==> config.mk <==
export PLATFORM = sky130hd
export DESIGN_NAME = string_hash_partitioner
export DESIGN_NICKNAME = d
export VERILOG_FILES = /design/src/rtl/shp_pkg.sv /design/src/rtl/shp_front.sv /design/src/rtl/shp_fifo.sv /design/src/rtl/shp_mod.sv /design/src/rtl/string_hash_partitioner.sv
export VERILOG_INCLUDE_DIRS = /design/src /design/src/rtl
export SDC_FILE = /design/constraint.sdc
export NUM_CORES = 1
export LEC_CHECK = 0
export ABC_AREA = 0
export BUFFER_PORTS_ARGS = -buffer_cell sky130_fd_sc_hd__buf_4
export CAP_MARGIN = 25
export CORE_ASPECT_RATIO = 0.75
export CORE_MARGIN = 10
export CORE_UTILIZATION = 45
export CTS_BUF_LIST = sky130_fd_sc_hd__clkbuf_16
export DETAILED_ROUTE_END_ITERATION = 10
export GPL_ROUTABILITY_DRIVEN = 0
export PLACE_DENSITY = 0.65
export SYNTH_ARGS = -nofsm -noshare
export SYNTH_HDL_FRONTEND = slang
export SYNTH_SLANG_ARGS = --single-unit
==> constraint.sdc <==
create_clock -name i_clk -period 4.1 [get_ports i_clk]
set_input_delay 0.41 -clock i_clk [delete_from_list [all_inputs] [get_ports i_clk]]
set_output_delay 0.41 -clock i_clk [all_outputs]
set_load 0.01 [all_outputs]
==> src/rtl/string_hash_partitioner_assert.svh <==
// Assertion macros used by the top-level RTL file.
`ifndef STRING_HASH_PARTITIONER_ASSERT_SVH
`define STRING_HASH_PARTITIONER_ASSERT_SVH
`ifndef SYNTHESIS
`define SHP_ASSERT(lbl, clk, rst_n, prop, msg) \
    lbl: assert property (@(posedge clk) disable iff (!rst_n) (prop)) else $error(msg);
`define SHP_ASSERT_NEXT(lbl, clk, rst_n, ante, cons, msg) \
    lbl: assert property (@(posedge clk) disable iff (!rst_n) (ante) |=> (cons)) \
        else $error(msg);
`else
`define SHP_ASSERT(lbl, clk, rst_n, prop, msg)
`define SHP_ASSERT_NEXT(lbl, clk, rst_n, ante, cons, msg)
`endif
`endif

==> src/rtl/shp_pkg.sv <==
`timescale 1ns / 1ps
package shp_pkg;

    localparam int HASH_W     = 64;
    localparam int BYTE_W     = 8;
    localparam int NPART_W    = 16;
    localparam int CNT_W      = $clog2(HASH_W);
    localparam int FIFO_DEPTH = 4;
    localparam int PTR_W      = $clog2(FIFO_DEPTH);

    localparam logic [HASH_W-1:0]  HASH_SEED   = HASH_W'(5381);
    localparam logic [NPART_W-1:0] NPART_RESET = NPART_W'(1);

    typedef struct packed {
        logic [BYTE_W-1:0] key_byte;
        logic              byte_valid;
        logic              key_end;
    } t_in_item;

    typedef struct packed {
        logic [NPART_W-1:0] partition_index;
        logic [HASH_W-1:0]  hash_value;
    } t_out_item;

endpackage

==> src/rtl/shp_front.sv <==
`timescale 1ns / 1ps
module shp_front (
    input  logic                       i_clk,
    input  logic                       i_rst_n,
    input  logic                       i_accept,
    input  shp_pkg::t_in_item          i_item,
    output logic                       o_q_push,
    output logic [shp_pkg::HASH_W-1:0] o_q_data
);

    logic [shp_pkg::HASH_W-1:0] r_hash;
    logic [shp_pkg::HASH_W-1:0] n_hash;
    logic [shp_pkg::HASH_W-1:0] w_byte_ext;
    logic [shp_pkg::HASH_W-1:0] w_hashed;

    // The byte is sign-extended; multiplying by 33 is a shift by five plus the value.
    assign w_byte_ext = {{(shp_pkg::HASH_W-shp_pkg::BYTE_W){i_item.key_byte[shp_pkg::BYTE_W-1]}},
                         i_item.key_byte};
    assign w_hashed   = i_item.byte_valid ? ((r_hash << 5) + r_hash + w_byte_ext) : r_hash;

    assign o_q_push = i_accept && i_item.key_end;
    assign o_q_data = w_hashed;

    always_comb begin
        n_hash = r_hash;
        if (i_accept) begin
            n_hash = i_item.key_end ? shp_pkg::HASH_SEED : w_hashed;
        end
    end

    always_ff @(posedge i_clk) begin
        if (!i_rst_n) begin
            r_hash <= shp_pkg::HASH_SEED;
        end else begin
            r_hash <= n_hash;
        end
    end

endmodule

==> src/rtl/shp_fifo.sv <==
`timescale 1ns / 1ps
module shp_fifo (
    input  logic                       i_clk,
    input  logic                       i_rst_n,
    input  logic                       i_push,
    input  logic [shp_pkg::HASH_W-1:0] i_wr_data,
    input  logic                       i_pop,
    output logic [shp_pkg::HASH_W-1:0] o_rd_data,
    output logic                       o_full,
    output logic                       o_empty
);

    logic [shp_pkg::HASH_W-1:0] r_mem [shp_pkg::FIFO_DEPTH];
    logic [shp_pkg::PTR_W-1:0]  r_wr_ptr;
    logic [shp_pkg::PTR_W-1:0]  r_rd_ptr;
    logic [shp_pkg::PTR_W:0]    r_count;
    logic                       w_do_push;
    logic                       w_do_pop;

    assign o_full    = (r_count == (shp_pkg::PTR_W+1)'(shp_pkg::FIFO_DEPTH));
    assign o_empty   = (r_count == '0);
    assign o_rd_data = r_mem[r_rd_ptr];
    assign w_do_push = i_push && !o_full;
    assign w_do_pop  = i_pop && !o_empty;

    always_ff @(posedge i_clk) begin
        if (w_do_push) begin
            r_mem[r_wr_ptr] <= i_wr_data;
        end
    end

    always_ff @(posedge i_clk) begin
        if (!i_rst_n) begin
            r_wr_ptr <= '0;
            r_rd_ptr <= '0;
            r_count  <= '0;
        end else begin
            if (w_do_push) begin
                r_wr_ptr <= r_wr_ptr + 1'b1;
            end
            if (w_do_pop) begin
                r_rd_ptr <= r_rd_ptr + 1'b1;
            end
            if (w_do_push && !w_do_pop) begin
                r_count <= r_count + 1'b1;
            end else if (w_do_pop && !w_do_push) begin
                r_count <= r_count - 1'b1;
            end
        end
    end

endmodule

==> src/rtl/shp_mod.sv <==
`timescale 1ns / 1ps
module shp_mod (
    input  logic                        i_clk,
    input  logic                        i_rst_n,
    input  logic [shp_pkg::NPART_W-1:0] i_num_partitions,
    input  logic                        i_q_empty,
    input  logic [shp_pkg::HASH_W-1:0]  i_q_data,
    output logic                        o_q_pop,
    input  logic                        i_pop,
    output logic                        o_empty,
    output shp_pkg::t_out_item          o_item
);

    typedef enum logic [2:0] {
        S_IDLE = 3'b001,
        S_DIV  = 3'b010,
        S_DONE = 3'b100
    } t_back_state;

    t_back_state                 r_state;
    t_back_state                 n_state;
    logic [shp_pkg::CNT_W-1:0]   r_cnt;
    logic [shp_pkg::HASH_W-1:0]  r_dividend;
    logic [shp_pkg::NPART_W-1:0] r_rem;
    shp_pkg::t_out_item          r_res;
    logic [shp_pkg::NPART_W:0]   w_trial;
    logic [shp_pkg::NPART_W-1:0] w_diff;
    logic                        w_ge;
    logic [shp_pkg::NPART_W-1:0] w_rem_next;
    logic [shp_pkg::HASH_W-1:0]  w_rot;
    logic                        w_last;

    // One remainder bit per cycle, most significant dividend bit first. The
    // dividend rotates, so after the last step it holds the hash again.
    // When the trial value is not below the divisor, the difference fits in
    // the low bits, so the subtraction only needs those.
    assign w_trial    = {r_rem, r_dividend[shp_pkg::HASH_W-1]};
    assign w_diff     = w_trial[shp_pkg::NPART_W-1:0] - i_num_partitions;
    assign w_ge       = (w_trial >= {1'b0, i_num_partitions});
    assign w_rem_next = w_ge ? w_diff : w_trial[shp_pkg::NPART_W-1:0];
    assign w_rot      = {r_dividend[shp_pkg::HASH_W-2:0], r_dividend[shp_pkg::HASH_W-1]};
    assign w_last     = (r_cnt == shp_pkg::CNT_W'(shp_pkg::HASH_W-1));

    assign o_q_pop = (r_state == S_IDLE) && !i_q_empty;
    assign o_empty = (r_state != S_DONE);
    assign o_item  = r_res;

    always_comb begin
        n_state = r_state;
        unique case (r_state)
            S_IDLE: begin
                if (!i_q_empty) begin
                    n_state = S_DIV;
                end
            end
            S_DIV: begin
                if (w_last) begin
                    n_state = S_DONE;
                end
            end
            S_DONE: begin
                if (i_pop) begin
                    n_state = S_IDLE;
                end
            end
            default: n_state = S_IDLE;
        endcase
    end

    always_ff @(posedge i_clk) begin
        if (!i_rst_n) begin
            r_state <= S_IDLE;
            r_cnt   <= '0;
        end else begin
            r_state <= n_state;
            if (r_state == S_DIV) begin
                r_cnt <= r_cnt + 1'b1;
            end else begin
                r_cnt <= '0;
            end
        end
    end

    always_ff @(posedge i_clk) begin
        if (o_q_pop) begin
            r_dividend <= i_q_data;
            r_rem      <= '0;
        end else if (r_state == S_DIV) begin
            r_dividend <= w_rot;
            r_rem      <= w_rem_next;
        end
        if ((r_state == S_DIV) && w_last) begin
            r_res.hash_value      <= w_rot;
            // A zero divisor gives partition zero.
            r_res.partition_index <= (i_num_partitions == '0) ? '0 : w_rem_next;
        end
    end

endmodule

==> src/rtl/string_hash_partitioner.sv <==
// Key bytes are accepted one per cycle while the four-entry key queue has room.
// The transaction that ends a key pushes its hash into the queue; the result appears once the
// back end has taken it from the queue and run it through its one-bit-per-cycle remainder unit.
// The back end takes no new key from the queue until its result has been popped.
// Reset is synchronous and active low: the hash returns to 5381, the divisor to 1,
// and the queue and result register empty. There is no clearing pass.
`timescale 1ns / 1ps
`include "string_hash_partitioner_assert.svh"
module string_hash_partitioner (
    input  logic                        i_clk,
    input  logic                        i_rst_n,
    input  logic                        push,
    output logic                        full,
    input  shp_pkg::t_in_item           i_in_item,
    output logic                        empty,
    input  logic                        pop,
    output shp_pkg::t_out_item          o_out_item,
    input  logic                        i_cfg_we,
    input  logic [shp_pkg::NPART_W-1:0] i_cfg_wdata
);

    logic [shp_pkg::NPART_W-1:0] r_npart;
    logic                        w_accept;
    logic                        w_q_push;
    logic [shp_pkg::HASH_W-1:0]  w_q_wdata;
    logic [shp_pkg::HASH_W-1:0]  w_q_rdata;
    logic                        w_q_pop;
    logic                        w_q_full;
    logic                        w_q_empty;

    always_ff @(posedge i_clk) begin
        if (!i_rst_n) begin
            r_npart <= shp_pkg::NPART_RESET;
        end else if (i_cfg_we) begin
            r_npart <= i_cfg_wdata;
        end
    end

    assign full     = w_q_full;
    assign w_accept = push && !w_q_full;

    shp_front u_front (
        .i_clk    (i_clk),
        .i_rst_n  (i_rst_n),
        .i_accept (w_accept),
        .i_item   (i_in_item),
        .o_q_push (w_q_push),
        .o_q_data (w_q_wdata)
    );

    shp_fifo u_fifo (
        .i_clk     (i_clk),
        .i_rst_n   (i_rst_n),
        .i_push    (w_q_push),
        .i_wr_data (w_q_wdata),
        .i_pop     (w_q_pop),
        .o_rd_data (w_q_rdata),
        .o_full    (w_q_full),
        .o_empty   (w_q_empty)
    );

    shp_mod u_mod (
        .i_clk            (i_clk),
        .i_rst_n          (i_rst_n),
        .i_num_partitions (r_npart),
        .i_q_empty        (w_q_empty),
        .i_q_data         (w_q_rdata),
        .o_q_pop          (w_q_pop),
        .i_pop            (pop),
        .o_empty          (empty),
        .o_item           (o_out_item)
    );

    `SHP_ASSERT(a_no_queue_overflow, i_clk, i_rst_n, !(w_q_push && w_q_full), "key queue overflow")
    `SHP_ASSERT(a_index_in_range, i_clk, i_rst_n, empty || (r_npart == '0) || (o_out_item.partition_index < r_npart), "partition index out of range")
    `SHP_ASSERT_NEXT(a_pop_clears, i_clk, i_rst_n, pop && !empty, empty, "result still shown after pop")
    `SHP_ASSERT(a_no_pop_while_busy, i_clk, i_rst_n, !(w_q_pop && !empty), "queue read while a result waits")

endmodule
Word level (Yosys, flattened, before mapping). Memory sizes are Yosys's and may differ from the RTL's. A register that Yosys moved wholly into a read port is not among the register bits. Index checks and enable logic that the tools add are counted.

Add/sub/neg operators: 8. $lt $le $gt $ge: 1. Equal/unequal tests: 9. Muxes and demuxes: 15. Reductions and logical operators: 18.

Operators with widths (number): 64-bit 2-to-1 mux (4); 64-bit adder (2); 17-bit by 16-bit greater-or-equal comparator with 1-bit output (1); 16-bit zero test (1); 16-bit 2-to-1 mux (1); 16-bit subtractor (1); 3-bit 2-to-1 mux (5); 3-bit one-hot mux with 3 select lines (1); 1-bit logical AND (8); 6-bit by 1-bit adder with 6-bit output (second input constant) (1); 3-bit equality test (second input constant) (2); 6-bit equality test (second input constant) (1); 2-bit by 1-bit adder with 2-bit output (second input constant) (2); 1-bit zero test (4); 2-bit 2-to-1 mux (2); 2-bit != test (second input constant) (2); 2-bit nonzero test (2); 3-bit by 1-bit adder with 3-bit output (second input constant) (1); 3-bit by 1-bit equality test with 1-bit output (second input constant) (1); 3-bit by 2-bit equality test with 1-bit output (second input constant) (1); 3-bit zero test (1); 3-bit != test (second input constant) (1); 3-bit AND reduction (1); 3-bit by 1-bit subtractor with 3-bit output (second input constant) (1); 3 further kinds (4).

Bits in registers: 256. RAM bits: 256. Bits of input ports: 31. Output and inout bits: 82. Logic and storage cells: 63. Memories: 1.

Memories: u_fifo.r_mem (words 4, width 64, rd ports 1, clocked after Yosys merged registers in 1, write ports 1, RTL line shp_fifo.sv:13) `logic [shp_pkg::HASH_W-1:0] r_mem [shp_pkg::FIFO_DEPTH];`.

Depth between registers and ports, before layout.
Depth in word-level cells: 9. Depth in mapped cells: 13. Mapped depth without buffers: 13.

Cells and area by module. From an unflattened synthesis, not the netlist that was laid out.

Cell total of the unflattened synthesis: 1829. Area total of the unflattened synthesis: 25401.9 µm².

By module, submodules not included: shp_fifo (instances 1, cells an instance 382, area an instance 9778.1 µm², sequential area each 7867.5 µm²); shp_front (instances 1, cells an instance 925, area an instance 7977.7 µm², sequential area each 1281.2 µm²); shp_mod (instances 1, cells an instance 470, area an instance 7026.7 µm², sequential area each 4824.6 µm²); string_hash_partitioner (instances 1, cells an instance 52, area an instance 619.3 µm², sequential area each 320.3 µm²).

Worst setup path before layout. Ideal clock, no wire load.

Path kind: input port to flip-flop. From: input port i_in_item[7] in the netlist's numbering. To: memory u_fifo.r_mem[0][61] in the netlist's numbering (data pin). Setup time: 0.266 ns. Arrival: 3.405 ns. Data required time: 3.834 ns. Slack: 0.428 ns. Stages: 13. Buffers on the path: 0. Path through: inv_1 fa_1 inv_1 ha_1 o21ai_0 o21bai_2 a31oi_1 o31a_1 o41a_1 o31ai_4 o221ai_2 xnor2_1 mux2_2.

Word-level cells in the longest chain between the ends: 2.

Ends and longest elaborated chain: from (decl) (RTL line string_hash_partitioner.sv:14) `input shp_pkg::t_in_item i_in_item,`; 64-bit adder (RTL line shp_front.sv:19) `assign w_hashed = i_item.byte_valid ? ((r_hash << 5) + r_hash + w_byte_ext) : r_hash;`; 64-bit 2-to-1 mux (RTL line shp_front.sv:19); via u_fifo.i_wr_data (one bit) (RTL line shp_fifo.sv:6) `input logic [shp_pkg::HASH_W-1:0] i_wr_data,`; to (decl) (RTL line shp_fifo.sv:13).

The timed path passes the listed nets, and every way through them passes these cells.

Worst setup path after layout.
From: register u_front.r_hash[5] in the netlist's numbering. To: memory u_fifo.r_mem[3][57] in the netlist's numbering (data pin).

Word-level cells in the longest chain between the ends: 3.

Ends and longest elaborated chain: from (decl) (RTL line shp_front.sv:11) `logic [shp_pkg::HASH_W-1:0] r_hash;`; from (signal assigned) (RTL line shp_front.sv:33) `r_hash <= shp_pkg::HASH_SEED;`; from (signal assigned) (RTL line shp_front.sv:35) `r_hash <= n_hash;`; 64-bit adder (2 in series) (RTL line shp_front.sv:19); 64-bit 2-to-1 mux (RTL line shp_front.sv:19); via u_fifo.i_wr_data (one bit) (RTL line shp_fifo.sv:6).

The timed path passes the listed nets, and every way through them passes these cells.

==> impl_metrics.yaml <==
logic_synthesis:
  synth_seq_cells: 514
  synth-main-ff-cell: "edfxtp_1"
  synth_compound_area_share_pct: 10.1
  synth-adder-area-share_pct: 9.19
  synth_area_um2: 25400
  synthArstFlopShare_pct: 0
  synthXorXnorAreaFrac_pct: 2.48
  muxShareOfSynthArea_pct: 11.9
  synth_edf_count: 400
  yosysUniqueCellTypes: 76
  avgSynthCellArea_um2: 13.7
  synth_top_family_by_area: "multiplexers"
  syn-num-nets: 2042
  synth_warnings: 0
  synthSimpleGateAreaFrac_pct: 7.90
  seq_area_frac_synth_pct: 56.3
  syn_inst: 1861
place:
  dpl.hpwl_um: 43200
  io_buffers: 112
  dpl_worst_slack_ns: -0.170
global_route:
  grt_overflow_total: 0
  grt_pass1_wl_um: 94800
  grt_use_total_pct: 18.1
  grt_max_degree: 71
  grt_pass1_vias: 16200
  antenna_found_initial: 1
floorplan:
  ios: 113
  start_util_pct: 45.4
  die_h_um: 226
  die_w_um: 294
  row_count: 75
  core-area_um2: 55900
  die-area_um2: 66500
critical_path:
  worst-r2r-cell-count: 13
  required_ns: 4.43
  slowest_stage: "fa_1"
  r2r_end: "u_fifo.r_mem[3][57]$_DFFE_PP_"
  cp-start-kind: "flip-flop"
  worstPathCellList: "inv_1 -> fa_1 -> inv_1 -> ha_1 -> o21ai_0 -> o21bai_2 -> a31oi_1 -> o31a_1 -> o41a_1 -> o31ai_4 -> a31oi_1 -> xnor2_1 -> mux2_2"
  crit_fanout: 5
  arrival_ns: 4.26
  rrSetupSlack_ns: 0.17
  worst_path_largest_cell_delay_ns: 0.48
  end_kind: "flip-flop"
  reg2reg_from: "u_front.r_hash[5]$_SDFFE_PN0P_"
  worstSetupPathType: "reg2reg"
cells_and_area:
  finalCoreUtilization_pct: 52.7
  n_fill_cell: 4637
  areaGrowthSynthToFinish_pct: 15.9
  multi_input_area_um2: 10600
  final_layout_size_suffix_gt1_share_pct: 24.5
  layout.nets: 2238
  ff_latch_area_um2: 14300
  n_antenna_cell: 0
detailed_routing:
  drc: 0
  dr.pass1.iters: 6
  via_per_inst: 5.70
  wl_um: 60500
  wl_per_cell_um: 21.4
  vias: 16100
  ant_nets: 0
  drtIter0Drc: 1412
clocking:
  cts_made_buffers: 51
  clk_path_buf_depth: 3
  cts_sinks: 514
  ctsHoldBuffers: 0
  clk-insertion-delay-late_ns: 0.60
  cts_tree: "yes"
  root_buffer: "clkbuf_16"
  h-tree-depth: 2
  clk_pin_slew_ns: 0.06
run_status:
  status: "finished, final reports clean"
sta:
  setup_viol: 0
  final.period_utilization_pct: 95.9
  rsz0062_at_grt: "false"
  layout_setup_ws_ns: 0.169
  maxSlewViolCount: 0
  max_slew_margin_pct: 31.3
  tightest_slew_ns: 1.02
  final.min_clock_period_ns: 3.93
  skew_ns: 0.0258
  fmax_mhz: 254
  hold_viol: 0
power_and_ir_drop:
  combinationalPowerShare_pct: 31.9
  finalPower_uw: 17400
  power.share.switching_pct: 31.7
  power.leakage_uw: 0.0109
  power.switching_uw: 5520
  power_density_nw_per_um2: 591
  p_int_uw: 11900
  seqPwrFrac_pct: 42.4
  ir_worst_vdd_mv: 0.363
  clock_power_share_pct: 25.7
hold_path:
  worstHoldStart: "i_cfg_wdata[0]"
  hold_path_end: "r_npart[0]$_SDFFE_PN1P_"
  whs_path_depth: 3
  min_path_type: "in2reg"
flow_run:
  drv_cap: 0
## stage by stage
step	hold slack, ns	instance area (um^2)	instances	setup TNS, ns
2_1_floorplan	0.418	25400	1861	0
3_3_place_gp	0.428	27800	2733	-1.06
3_5_place_dp	0.434	27800	2733	-1.48
4_1_cts	0.0213	29400	2828	0
5_1_grt	0.0572	29400	2830	0
6_report	0.0529	29400	2830	0
## state kept, by name, indices dropped and copies added, names as in the netlist, named ones only
name	flops
u_fifo.r_count	3
u_fifo.r_rd_ptr	2
r_npart	16
u_mod.r_state	3
u_mod.r_dividend	64
u_mod.o_item	80
u_front.r_hash	64
u_mod.r_rem	16
u_fifo.r_wr_ptr	2
u_mod.r_cnt	6
u_fifo.r_mem	256
## worst max-delay path, delay by kind of cell (launching register included)
family | cells | cell delay [ns]
buffers and inverters | 2 | 0.14
AOI/OAI and AO/OA | 7 | 1.81
DFF | 1 | 0.41
muxes | 1 | 0.32
xor gates and xnor gates | 1 | 0.18
adders and majority gates | 2 | 0.80
## placed cells by master (no fill, tap or decap), types with 12 or more instances in the layout
cell type	n
edfxtp_1	400
buf_4	218
mux2_2	113
dfxtp_1	109
nand2_1	104
a21oi_1	98
ha_1	89
nor2_1	87
inv_1	66
mux4_2	64
fa_1	61
o21ai_0	60
nor2b_1	56
clkbuf_16	52
xnor2_1	50
mux2i_1	31
a21o_1	28
a22o_1	28
nand3_1	27
nand4_1	26
a22oi_1	25
xor2_1	22
nor3_1	20
o21bai_1	17
o21ai_1	14
and3_1	13
and2_1	13
o31ai_1	12
## metal layers
layer	track usage, %	up-vias	share of wire, %
met1	26.9	8060	48
li1	-	7512	-
met3	4.12	71	7.9
met2	26.5	498	43
met4	4.22	0	1.5
met5	0	-	0
## cell type report
cell class              instances  area share [%]
clock buffers                  52            4.42
clock inverters                43            1.04
inverters                      54           0.688
multi-input cells            1208            35.9
flip-flops and latches        514            48.6
well taps                     731            3.11
repair buffers                228            6.24
## timing repair
| item | CTS | global route |
|---|---|---|
| gates resized for setup | 0 | 8 |
| hold endpoints to repair | 0 | 0 |
| setup endpoints to repair | 0 | 28 |
| setup buffers | 0 | 2 |
## power by group through the flow
stage,Sequential [uW],Clock (uW),Combinational [uW]
finish,7380,4480,5550
floorplan,7230,0,3950
global placement,7470,0,5350
CTS,7390,4590,5520
global route,7480,4780,6060
detailed placement,7500,0,5480
## synthesized netlist by cell type (56+ instances only)
cell	n	area, um^2
mux4_2	64	1440
edfxtp_1	400	12000
dfxtp_1	114	2280
mux2_2	113	1270
nor2b_1	56	350
clkbuf_1	63	236
o21ai_0	61	305
ha_1	89	1110
a21oi_1	98	490
fa_1	61	1220
nand2_1	104	390
nor2_1	87	327
## worst max-delay path by stage
stage	start	to	slack [ns]	cells past startpoint
after floorplan	i_in_item[7]	u_fifo.r_mem[0][61]$_DFFE_PP_	0.43	13
final	u_front.r_hash[5]$_SDFFE_PN0P_	u_fifo.r_mem[3][57]$_DFFE_PP_	0.17	13
after CTS	u_front.r_hash[25]$_SDFFE_PN0P_	u_fifo.r_mem[0][58]$_DFFE_PP_	0.11	13
after global routing	u_front.r_hash[5]$_SDFFE_PN0P_	u_fifo.r_mem[3][60]$_DFFE_PP_	0.007	15
after global placement	i_in_item[9]	u_fifo.r_mem[0][54]$_DFFE_PP_	-0.15	14
after detailed placement	i_in_item[9]	u_fifo.r_mem[0][58]$_DFFE_PP_	-0.17	15
## cells by family (layout without fill, tap and decap cells)
family	after synthesis	in the layout
xor+xnor	72	72
simple gates	398	398
fa+ha+maj	150	150
buf+inv	139	377
flops	514	514
compound gates	380	380
mux	208	208
(Power assumes the default switching activity.)
